[config.mk]
export PLATFORM = sky130hd
export DESIGN_NAME = manchester_led_frame_serializer_flat
export DESIGN_NICKNAME = d
export VERILOG_FILES = /design/src/rtl/mlfs_pkg.sv /design/src/rtl/mlfs_in_if.sv /design/src/rtl/mlfs_out_if.sv /design/src/rtl/mlfs_lane.sv /design/src/rtl/mlfs_merge.sv /design/src/rtl/manchester_led_frame_serializer.sv /design/src/flat_wrapper.sv
export VERILOG_INCLUDE_DIRS = /design/src /design/src/rtl
export SDC_FILE = /design/constraint.sdc
export NUM_CORES = 1
export LEC_CHECK = 0
export BUFFER_PORTS_ARGS = -buffer_cell sky130_fd_sc_hd__buf_2
export CAP_MARGIN = 20
export CORE_UTILIZATION = 35
export CTS_CLUSTER_DIAMETER = 100
export DETAILED_ROUTE_END_ITERATION = 8
export SETUP_SLACK_MARGIN = 0.1
export SYNTH_ARGS = -nofsm -noshare
export SYNTH_HDL_FRONTEND = slang
export SYNTH_HIERARCHICAL = 1
export SYNTH_SLANG_ARGS = --single-unit
[constraint.sdc]
create_clock -name clk -period 8.3 [get_ports clk]
set_input_delay 2.49 -clock clk [delete_from_list [all_inputs] [get_ports clk]]
set_output_delay 2.49 -clock clk [all_outputs]
set_load 0.005 [all_outputs]
[src/rtl/manchester_led_frame_serializer_assert.svh]
// ---------------------------------------------------------------------------
// Assertion macros for the Manchester LED frame serializer
// Clocked on clk, disabled while rst_n is low.
// ---------------------------------------------------------------------------
`ifndef MANCHESTER_LED_FRAME_SERIALIZER_ASSERT_SVH
`define MANCHESTER_LED_FRAME_SERIALIZER_ASSERT_SVH

// same-cycle implication
`define MLFS_ASSERT_IMP(lbl, ante, cons, msg) \
  lbl: assert property (@(posedge clk) disable iff (!rst_n) (ante) |-> (cons)) else $error(msg);

// next-cycle implication
`define MLFS_ASSERT_NXT(lbl, ante, cons, msg) \
  lbl: assert property (@(posedge clk) disable iff (!rst_n) (ante) |=> (cons)) else $error(msg);

`endif

[src/rtl/mlfs_pkg.sv]
`timescale 1ns / 1ps
`default_nettype none
// ---------------------------------------------------------------------------
// mlfs_pkg
// Shared types and constants of the Manchester LED frame serializer.
// ---------------------------------------------------------------------------
package mlfs_pkg;

  localparam int COLOR_BITS = 13;
  localparam int IN_BITS    = 13;
  localparam int CMD_BITS   = 3;
  localparam int PAT_BITS   = 32;
  localparam int PIX_BITS   = 3 * COLOR_BITS;
  localparam int FRAME_W    = (PIX_BITS > PAT_BITS) ? PIX_BITS : PAT_BITS;
  localparam int LEN_W      = $clog2(FRAME_W + 1);

  localparam logic [PAT_BITS-1:0] SYNC_PATTERN  = 32'hFFFE2000;
  localparam logic [PAT_BITS-1:0] RESET_PATTERN = 32'hFFFE8000;
  localparam logic [PAT_BITS-1:0] HEAD_PATTERN  = 32'hFFFE4000;
  localparam logic [LEN_W-1:0]    SYNC_LEN      = LEN_W'(30);
  localparam logic [LEN_W-1:0]    CTRL_LEN      = LEN_W'(19);
  localparam logic [LEN_W-1:0]    PIX_LEN       = LEN_W'(PIX_BITS);

  typedef enum logic [CMD_BITS-1:0] {
    CMD_SYNC   = 3'd0,
    CMD_RESET  = 3'd1,
    CMD_HEAD   = 3'd2,
    CMD_RAW    = 3'd3,
    CMD_SCALED = 3'd4
  } cmd_t;

  // frame as sent: bits left aligned, MSB goes out first
  typedef struct packed {
    logic                 valid;
    logic [LEN_W-1:0]     len;
    logic [FRAME_W-1:0]   bits;
  } frame_t;

endpackage
`default_nettype wire

[src/rtl/mlfs_in_if.sv]
`timescale 1ns / 1ps
`default_nettype none
// ---------------------------------------------------------------------------
// mlfs_in_if
// Frame command channel: valid/ready with command and three colour words.
// ---------------------------------------------------------------------------
interface mlfs_in_if;
  logic                              valid;
  logic                              ready;
  logic [mlfs_pkg::CMD_BITS-1:0]     command;
  logic [mlfs_pkg::IN_BITS-1:0]      red;
  logic [mlfs_pkg::IN_BITS-1:0]      green;
  logic [mlfs_pkg::IN_BITS-1:0]      blue;

  modport source (output valid, command, red, green, blue, input ready);
  modport sink   (input valid, command, red, green, blue, output ready);
endinterface
`default_nettype wire

[src/rtl/mlfs_out_if.sv]
`timescale 1ns / 1ps
`default_nettype none
// ---------------------------------------------------------------------------
// mlfs_out_if
// Bit cell channel: valid/ready with the two half-cell levels and last flag.
// ---------------------------------------------------------------------------
interface mlfs_out_if;
  logic valid;
  logic ready;
  logic first_half;
  logic second_half;
  logic last;

  modport source (output valid, first_half, second_half, last, input ready);
  modport sink   (input valid, first_half, second_half, last, output ready);
endinterface
`default_nettype wire

[src/rtl/mlfs_lane.sv]
`timescale 1ns / 1ps
`default_nettype none
// ---------------------------------------------------------------------------
// mlfs_lane
// One colour lane: passes the raw word or maps 8 bits to 12 bits.
// ---------------------------------------------------------------------------
module mlfs_lane (
  input  wire logic                              scaled,
  input  wire logic [mlfs_pkg::IN_BITS-1:0]      raw,
  output logic      [mlfs_pkg::COLOR_BITS-1:0]   word
);

  logic [7:0]  x;
  logic [8:0]  v;
  logic [15:0] prod;
  logic [3:0]  q;
  logic [11:0] s;
  logic [15:0] wide;

  // round(x/17) = (x+8)/17; v*241/4096 = v/17 * 4097/4096, floor exact for v < 4096
  assign x    = raw[7:0];
  assign v    = {1'b0, x} + 9'd8;
  assign prod = {7'd0, v} * 16'd241;
  assign q    = prod[15:12];
  assign s    = {x, 4'b0000} + {8'd0, q};
  assign wide = scaled ? {4'd0, s} : {3'd0, raw};
  assign word = wide[mlfs_pkg::COLOR_BITS-1:0];

endmodule
`default_nettype wire

[src/rtl/mlfs_merge.sv]
`timescale 1ns / 1ps
`default_nettype none
// ---------------------------------------------------------------------------
// mlfs_merge
// Builds the left-aligned frame from the command and the lane words.
// ---------------------------------------------------------------------------
module mlfs_merge (
  input  wire logic [mlfs_pkg::CMD_BITS-1:0]     command,
  input  wire logic [mlfs_pkg::COLOR_BITS-1:0]   red_word,
  input  wire logic [mlfs_pkg::COLOR_BITS-1:0]   green_word,
  input  wire logic [mlfs_pkg::COLOR_BITS-1:0]   blue_word,
  output mlfs_pkg::frame_t                       frame
);

  logic [mlfs_pkg::FRAME_W-1:0] pix_bits;

  assign pix_bits = mlfs_pkg::FRAME_W'({red_word, green_word, blue_word})
                    << (mlfs_pkg::FRAME_W - mlfs_pkg::PIX_BITS);

  always_comb begin
    frame = '0;
    unique case (mlfs_pkg::cmd_t'(command))
      mlfs_pkg::CMD_SYNC: begin
        frame.valid = 1'b1;
        frame.len   = mlfs_pkg::SYNC_LEN;
        frame.bits  = mlfs_pkg::FRAME_W'(mlfs_pkg::SYNC_PATTERN)
                      << (mlfs_pkg::FRAME_W - mlfs_pkg::PAT_BITS);
      end
      mlfs_pkg::CMD_RESET: begin
        frame.valid = 1'b1;
        frame.len   = mlfs_pkg::CTRL_LEN;
        frame.bits  = mlfs_pkg::FRAME_W'(mlfs_pkg::RESET_PATTERN)
                      << (mlfs_pkg::FRAME_W - mlfs_pkg::PAT_BITS);
      end
      mlfs_pkg::CMD_HEAD: begin
        frame.valid = 1'b1;
        frame.len   = mlfs_pkg::CTRL_LEN;
        frame.bits  = mlfs_pkg::FRAME_W'(mlfs_pkg::HEAD_PATTERN)
                      << (mlfs_pkg::FRAME_W - mlfs_pkg::PAT_BITS);
      end
      mlfs_pkg::CMD_RAW, mlfs_pkg::CMD_SCALED: begin
        frame.valid = 1'b1;
        frame.len   = mlfs_pkg::PIX_LEN;
        frame.bits  = pix_bits;
      end
      default: begin
        // unknown command: dropped, no cells
        frame = '0;
      end
    endcase
  end

endmodule
`default_nettype wire

[src/rtl/manchester_led_frame_serializer.sv]
`timescale 1ns / 1ps
`default_nettype none
// ---------------------------------------------------------------------------
// manchester_led_frame_serializer
// Turns frame commands into Manchester bit cells for an LED driver link.
// ---------------------------------------------------------------------------
// Usage:
//   in_ch takes one frame command word (command, red, green, blue). Three
//   colour lanes form the words in parallel and a merge stage builds the
//   frame, which loads into a shift register in the accepting cycle.
//   out_ch gives one bit cell per word, MSB first: first_half is the data
//   bit, second_half its inverse, last marks the frame's final cell.
//   Sync frames give 30 cells, reset and head 19, pixels 3*COLOR_BITS (39).
//   Unknown commands are taken and dropped.
//   The command loads the shift register when accepted, and its first cell
//   then moves on to the output register. Throughput: one cell per cycle
//   while out_ch is ready, set by the single shift register; the next
//   command is taken in the cycle the previous frame's last cell moves to
//   the output register, so frames run back to back.
//   Reset clears the shift count and the output valid; nothing is pending.
//   A receiver stall holds the output register and freezes the shifter,
//   and in_ch.ready stays low until the frame's final cell is moving.
// ---------------------------------------------------------------------------
module manchester_led_frame_serializer (
  input  wire logic  clk,
  input  wire logic  rst_n,
  mlfs_in_if.sink    in_ch,
  mlfs_out_if.source out_ch
);

  logic [mlfs_pkg::COLOR_BITS-1:0] red_word, green_word, blue_word;
  logic                            scaled;
  mlfs_pkg::frame_t                frame;

  logic [mlfs_pkg::FRAME_W-1:0] shift_r, shift_nxt;
  logic [mlfs_pkg::LEN_W-1:0]   cnt_r, cnt_nxt;
  logic                         out_valid_r, out_valid_nxt;
  logic                         out_bit_r, out_bit_nxt;
  logic                         out_last_r, out_last_nxt;
  logic                         busy, move, final_cell, accept, load;

  assign scaled = (mlfs_pkg::cmd_t'(in_ch.command) == mlfs_pkg::CMD_SCALED);

  mlfs_lane u_lane_red   (.scaled(scaled), .raw(in_ch.red),   .word(red_word));
  mlfs_lane u_lane_green (.scaled(scaled), .raw(in_ch.green), .word(green_word));
  mlfs_lane u_lane_blue  (.scaled(scaled), .raw(in_ch.blue),  .word(blue_word));

  mlfs_merge u_merge (
    .command    (in_ch.command),
    .red_word   (red_word),
    .green_word (green_word),
    .blue_word  (blue_word),
    .frame      (frame)
  );

  assign busy       = (cnt_r != '0);
  assign move       = busy && (!out_valid_r || out_ch.ready);
  assign final_cell = (cnt_r == mlfs_pkg::LEN_W'(1));
  assign in_ch.ready = !busy || (final_cell && move);
  assign accept     = in_ch.valid && in_ch.ready;
  assign load       = accept && frame.valid;

  always_comb begin
    shift_nxt     = shift_r;
    cnt_nxt       = cnt_r;
    out_valid_nxt = out_valid_r;
    out_bit_nxt   = out_bit_r;
    out_last_nxt  = out_last_r;
    if (move) begin
      out_bit_nxt   = shift_r[mlfs_pkg::FRAME_W-1];
      out_last_nxt  = final_cell;
      out_valid_nxt = 1'b1;
      shift_nxt     = shift_r << 1;
      cnt_nxt       = cnt_r - mlfs_pkg::LEN_W'(1);
    end else if (out_ch.ready) begin
      out_valid_nxt = 1'b0;
    end
    // a new frame only loads once the old one's final cell is moving out
    if (load) begin
      shift_nxt = frame.bits;
      cnt_nxt   = frame.len;
    end
  end

  always_ff @(posedge clk) begin
    if (!rst_n) begin
      cnt_r       <= '0;
      out_valid_r <= 1'b0;
    end else begin
      cnt_r       <= cnt_nxt;
      out_valid_r <= out_valid_nxt;
    end
    shift_r    <= shift_nxt;
    out_bit_r  <= out_bit_nxt;
    out_last_r <= out_last_nxt;
  end

  assign out_ch.valid       = out_valid_r;
  assign out_ch.first_half  = out_bit_r;
  assign out_ch.second_half = !out_bit_r;
  assign out_ch.last        = out_last_r;

`include "manchester_led_frame_serializer_assert.svh"

  `MLFS_ASSERT_IMP(a_no_accept_mid_frame, cnt_r > mlfs_pkg::LEN_W'(1), !in_ch.ready, "command accepted mid frame")
  `MLFS_ASSERT_NXT(a_last_on_final, move && final_cell && !load, out_last_r && out_valid_r && !busy, "final cell not flagged")
  `MLFS_ASSERT_NXT(a_hold_on_stall, busy && !move, $stable(shift_r) && $stable(cnt_r), "shifter moved while stalled")
  `MLFS_ASSERT_NXT(a_load_count, load, cnt_r == $past(frame.len), "frame length not loaded")

endmodule
`default_nettype wire

[src/flat_wrapper.sv]
// flat-port wrapper written by rule: the top's interface ports become plain ports
module manchester_led_frame_serializer_flat 
  (clk, rst_n, in_ch_valid, in_ch_command, in_ch_red, in_ch_green, in_ch_blue, in_ch_ready, out_ch_valid, out_ch_first_half, out_ch_second_half, out_ch_last, out_ch_ready);
  mlfs_in_if in_ch_i ();
  mlfs_out_if out_ch_i ();
  input  wire logic clk;
  input  wire logic rst_n;
  input wire logic [$bits(in_ch_i.valid)-1:0] in_ch_valid;
  input wire logic [$bits(in_ch_i.command)-1:0] in_ch_command;
  input wire logic [$bits(in_ch_i.red)-1:0] in_ch_red;
  input wire logic [$bits(in_ch_i.green)-1:0] in_ch_green;
  input wire logic [$bits(in_ch_i.blue)-1:0] in_ch_blue;
  output wire logic [$bits(in_ch_i.ready)-1:0] in_ch_ready;
  output wire logic [$bits(out_ch_i.valid)-1:0] out_ch_valid;
  output wire logic [$bits(out_ch_i.first_half)-1:0] out_ch_first_half;
  output wire logic [$bits(out_ch_i.second_half)-1:0] out_ch_second_half;
  output wire logic [$bits(out_ch_i.last)-1:0] out_ch_last;
  input wire logic [$bits(out_ch_i.ready)-1:0] out_ch_ready;
  assign in_ch_i.valid = in_ch_valid;
  assign in_ch_i.command = in_ch_command;
  assign in_ch_i.red = in_ch_red;
  assign in_ch_i.green = in_ch_green;
  assign in_ch_i.blue = in_ch_blue;
  assign in_ch_ready = in_ch_i.ready;
  assign out_ch_valid = out_ch_i.valid;
  assign out_ch_first_half = out_ch_i.first_half;
  assign out_ch_second_half = out_ch_i.second_half;
  assign out_ch_last = out_ch_i.last;
  assign out_ch_i.ready = out_ch_ready;
  manchester_led_frame_serializer u_core (.clk(clk), .rst_n(rst_n), .in_ch(in_ch_i), .out_ch(out_ch_i));
endmodule
* Yosys cells after proc, flatten, opt, wreduce, memory -nomap -nowiden
Cells that the tools add are included.
** Cells by class
- $add $sub $neg :: 7
- Multiply operators :: 3
- Equality and inequality tests :: 5
- Multiplexer cells :: 10
- Reductions and logical operators :: 14
** Operator list (count)
- case mux 46 bit (4 select lines) :: 1
- 2-to-1 mux 39 bit :: 2
- multiplier 9 x 8 -> 16 bit (second input constant) :: 3
- 2-to-1 mux 13 bit :: 3
- adder 12 x 4 -> 12 bit :: 3
- adder 8 x 4 -> 9 bit (second input constant) :: 3
- 2-to-1 mux 6 bit :: 2
- == test 3 x 2 -> 1 bit (second input constant) :: 2
- == test 6 x 1 -> 1 bit (second input constant) :: 1
- nonzero test 6 bit :: 1
- subtractor 6 x 1 -> 6 bit (second input constant) :: 1
- logical AND 1 bit :: 4
- nonzero test 2 bit :: 2
- == test 3 x 1 -> 1 bit (second input constant) :: 1
- == test 3 bit (second input constant) :: 1
- zero test 1 bit :: 3
- zero test 3 bit :: 1
- logical OR 1 bit :: 2
- 2-to-1 mux 1 bit :: 2
- OR reduction 2 bit :: 1
** Storage, ports and cells
- Bits in registers :: 48
- Bits of input ports :: 46
- Word-level logic and storage cells :: 44

* Depth between registers and ports, before layout
- Word-level depth :: 8
- Gate-level depth with buffers :: 19

* Modules after synthesis
Netlist, hierarchy kept.
** Modules (own cells, without submodules)
- manchester_led_frame_serializer :: instances 1, cells each 140, area each 2344.7 um^2, sequential area each 1371.3 um^2
- mlfs_lane (u_core.u_lane_green) :: instances 1, cells each 151, area each 1291.2 um^2, sequential area each 0.0 um^2
- mlfs_lane (u_core.u_lane_blue) :: instances 1, cells each 145, area each 1263.7 um^2, sequential area each 0.0 um^2
- mlfs_lane (u_core.u_lane_red) :: instances 1, cells each 143, area each 1263.7 um^2, sequential area each 0.0 um^2
- mlfs_merge :: instances 1, cells each 100, area each 724.4 um^2, sequential area each 0.0 um^2

* Worst setup path after synthesis
Ideal clock, no wire load.
- Path type :: input-to-reg
- Start point :: input in_ch_red[5]
- End point :: register u_core/shift_r[29] (netlist bit), data pin
- Arrival time :: 6678 ps
- Required time :: 8040 ps
- Path slack :: 1361 ps
- Stages :: 19
- Path buffers :: 1
- Path through :: buf_6 > nand3_1 > xor2_1 > clkinv_1 > xnor2_1 > xnor2_1 > fa_1 > inv_1 > ha_1 > ha_1 > ha_1 > and3_1 > and3_2 > o31a_1 > o211ai_1 > or3b_1 > a21oi_1 > a21oi_1 > mux2_4
** RTL lines
- start, declared :: RTL line flat_wrapper.sv:10 : input wire logic [$bits(in_ch_i.red)-1:0] in_ch_red;
- end signal, assigned :: RTL line manchester_led_frame_serializer.sv:93 : shift_r <= shift_nxt;
- end, declared :: RTL line manchester_led_frame_serializer.sv:35 : logic [mlfs_pkg::FRAME_W-1:0] shift_r, shift_nxt;

==> Flow_metrics.wiki <==
{| class="wikitable"
! Metric !! Value
|-
| Cell with the most instances after synthesis || ha_1
|-
| Post-DRT Antenna Nets || 0
|-
| Synthesized Nets || 848
|-
| Cell at the root of the clock tree || clkbuf_16
|-
| Cells resized by post-CTS repair || 0
|-
| Unrepaired setup endpoints after global routing || false
|-
| Detailed placer's ending HPWL || 10500 µm
|-
| Most numerous cell on the critical path || ha_1
|-
| Total area of multi-input combinational cells || 4990 µm²
|-
| CP bufs+invs || 3
|-
| Power density of the placed cells || 272 nW/µm²
|-
| Proportion of power drawn by the clock network || 10.4%
|-
| Place WS || 0.909 ns
|-
| Vias in the first global route || 4872
|-
| Remaining design rule violation count || 0
|-
| Buffers inserted during post-CTS setup optimization || 0
|-
| Clock slew at the register clock pins of the worst setup and hold paths || 0.07 ns
|-
| Number of buffers created by CTS || 5
|-
| Post-synth ARST share || 0%
|-
| CP max stage delay || 0.56 ns
|-
| Count of TritonRoute iterations in the first routing pass || 6
|-
| Switching Share || 41.4%
|-
| Result of the run || finished clean
|-
| Fmax || 141 MHz
|-
| Delay-heaviest family, CP || adder cells
|-
| Post-Synthesis Mean Instance Area || 10.1 µm²
|-
| Maximum buffer depth of the clock tree || 2
|-
| Overall routing resource usage || 14.6%
|-
| Setup WS post-layout || 1.19 ns
|-
| Maxcap violations || 0
|-
| Required time at the endpoint of the critical path || 8.35 ns
|-
| Hold-fix buffer count after cts || 0
|-
| Cell internal power dissipation || 0.00118 W
|-
| Post-synth cell types || 70
|-
| Synth area leaders || edfxtp_1 18%, ha_1 17%, fa_1 8.7%
|-
| Crit path arrival time || 7.16 ns
|-
| Critical path type || in -> reg
|-
| Number of antenna violations at the first check in global routing || 0
|-
| Vias after detailed routing || 4947
|-
| Critical Path End Type || flip-flop
|-
| Transition time of the tightest slew-check pin || 0.976 ns
|-
| Comb power frac || 63.6%
|-
| Final total power || 0.00201 W
|-
| Sort of element at the start of the critical path || primary input
|-
| Slowest CP cell || fa_1
|-
| Sequential element share of the synthesized area || 19.9%
|-
| Total non-filler cell area in the finished layout || 7400 µm²
|-
| Final hold violation count || 0
|-
| Syn-to-layout area delta || 7.47%
|-
| First-pass GRT wire length || 23600 µm
|-
| Area share of the largest cell type after synthesis || 17.9%
|-
| Post-synth design cell area || 6890 µm²
|-
| Largest net degree at the start of global routing || 46
|-
| Core Footprint || 19000 µm²
|-
| Share of post-route cells with drive strength above 1 || 22.8%
|-
| Fin Clk Skew || 0.00671 ns
|-
| Time the worst path needs with I/O delays and setup || 7.11 ns
|-
| Chain of cells forming the critical path || buf_2 > ha_1 > nand3_1 > xnor2_1 > inv_1 > xnor2_1 > xnor2_1 > fa_1 > inv_1 > ha_1 > ha_1 > ha_1 > a21oi_1 > a21oi_1 > o31a_1 > o211ai_1 > or3b_1 > nor2b_4 > mux2_2
|-
| Total number of nets in the final design || 880
|-
| Wirelength, routed || 13600 µm
|-
| Post-synth top cells || 93 x ha_1, 72 x inv_1, 56 x a21oi_1
|-
| Final weighted congestion in routability-driven placement || 0.867
|-
| Count of synthesis-stage warnings from yosys || 6
|-
| Area occupied by registers || 1370 µm²
|-
| Clock latency on the worst-skew pair || 0.30 ns
|-
| Setup TNS after final layout || 0 ns
|-
| Remaining global-route overflow || 0
|-
| Number of vias per cell after detailed routing || 5.08
|-
| Overall die height || 142 µm
|-
| Cell row count || 50
|-
| H-tree lvl count || 2
|-
| Classification of the worst-slack hold path || reg -> reg
|-
| TritonCTS sink count || 48
|-
| Die footprint || 20200 µm²
|-
| Count of final max-slew check failures || 0
|-
| Net switching power || 0.000832 W
|-
| Wire length per cell || 14.0 µm
|-
| Most used flip-flop cell after synthesis || edfxtp_1
|-
| Die Width || 142 µm
|-
| Dominant cell type by area after synthesis || edfxtp_1
|-
| Detailed Route Iter0 Violations || 256
|-
| Clock tree from TritonCTS || yes
|-
| Count of port buffers added during placement || 50
|-
| Worst-case vdd ir drop || 0.000104 V
|-
| Starting density of the core || 36.2%
|-
| Critical Path Fanout Max || 7
|-
| Ratio of final minimum period to clock period || 85.7%
|-
| Number of instances in the synthesized netlist || 679
|-
| Finished Core Util || 38.9%
|-
| Setup violators final || 0
|-
| Share of total power in sequential cells || 26.0%
|-
| Synthesis-stage register bit count || 48
|-
| Worst slew slack as a fraction of its limit || 34.6%
|-
| Placed inst area || 7250 µm²
|-
| Filler cell count || 1935
|-
| Number of synthesized flops with an enable pin || 41
|-
| I/O Pins || 51
|-
| Leakage Power || 3.44 nW
|}
## cell type report
type / count / share of cell area [%]
Multi-Input combinational cell: 526 / 67.4
Inverter: 76 / 3.85
Antenna cell: 1 / 0.0338
Clock buffer: 5 / 1.69
Timing Repair Buffer: 54 / 3.79
Tap cell: 260 / 4.39
Clock inverter: 3 / 0.287
Sequential cell: 48 / 18.5
## worst register-to-register path: stages (launching register included)
cell	delay (ns)
dfxtp_1	0.43
inv_1	0.11
ha_1	0.25
a21oi_1	0.49
or2_2	0.24
buf_4	0.60
mux2_2	0.43
## metrics by stage
stage,instances,hold WS (ns)
2_1_floorplan,679,0.400
3_3_place_gp,964,0.465
5_1_grt,972,0.492
4_1_cts,972,0.476
6_report,973,0.470
3_5_place_dp,964,0.455
## registers in the layout, indices dropped and copies added (netlist names)
signal	flops
u_core/cnt_r	6
u_core/out_ch.first_half	1
u_core/out_ch.last	1
u_core/out_ch.valid	1
u_core/shift_r	39
## metal layers
layer | vias up | wire length (µm) | track usage (%)
met5 | - | 0 | 0
met4 | 0 | 55 | 2.26
met3 | 6 | 403 | 2.09
met2 | 75 | 6350 | 24.8
met1 | 2362 | 6820 | 19.9
li1 | 2504 | - | -
## placed cells by master, fill, tap and decap left out, types with 3 or more instances in the layout
master / count
dfxtp_1: 7
o21ai_0: 33
xor2_1: 6
nand4_1: 10
o31ai_1: 9
buf_2: 50
nor2b_1: 7
inv_2: 3
nor3_1: 11
mux2_4: 32
buf_4: 4
nor2b_4: 20
fa_1: 30
a21oi_1: 56
xnor3_1: 3
ha_1: 93
o31a_1: 3
nor4_1: 3
and2_1: 7
inv_1: 72
o211ai_1: 4
o21ai_1: 5
and3_1: 3
nand2_1: 25
a31oi_1: 7
a21o_1: 8
nand3_1: 16
mux2i_1: 7
edfxtp_1: 41
nor2_1: 17
mux2_2: 29
xnor2_1: 37
clkbuf_16: 5
## kinds of logic (layout without fill, tap and decap cells)
kind of cell               count (synthesis)  after routing  share of synthesized area (%)
xor gates and xnor gates                  47             47                           6.68
and+or+nand+nor                          141            141                           13.8
buffers and inverters                    105            138                           7.74
AOI/OAI and AO/OA                        147            147                           13.5
adders and majority gates                123            123                           25.6
muxes                                     68             68                           12.7
other                                      0              1                              0
DFF                                       48             48                           19.9
## worst paths after layout
check | depth (start not counted) | slack, ns | start | to
max reg2reg | 6 | 5.50 | u_core/cnt_r[0] | u_core/shift_r[5]
min reg2reg | 0 | 0.47 | u_core/shift_r[38] | u_core/out_ch.first_half
min | 0 | 0.47 | u_core/shift_r[38] | u_core/out_ch.first_half
max | 19 | 1.19 | in_ch_blue[3] | u_core/shift_r[3]
## power groups by stage
stage,clock network (W),logic [W],registers (W)
2_1_floorplan,0,0.00106,0.000508
3_3_place_gp,0,0.00127,0.000528
3_5_place_dp,0,0.00128,0.000523
4_1_cts,0.000216,0.00129,0.000524
5_1_grt,0.000226,0.00146,0.000539
6_report,0.000208,0.00128,0.000523
(Power assumes the default switching activity.)
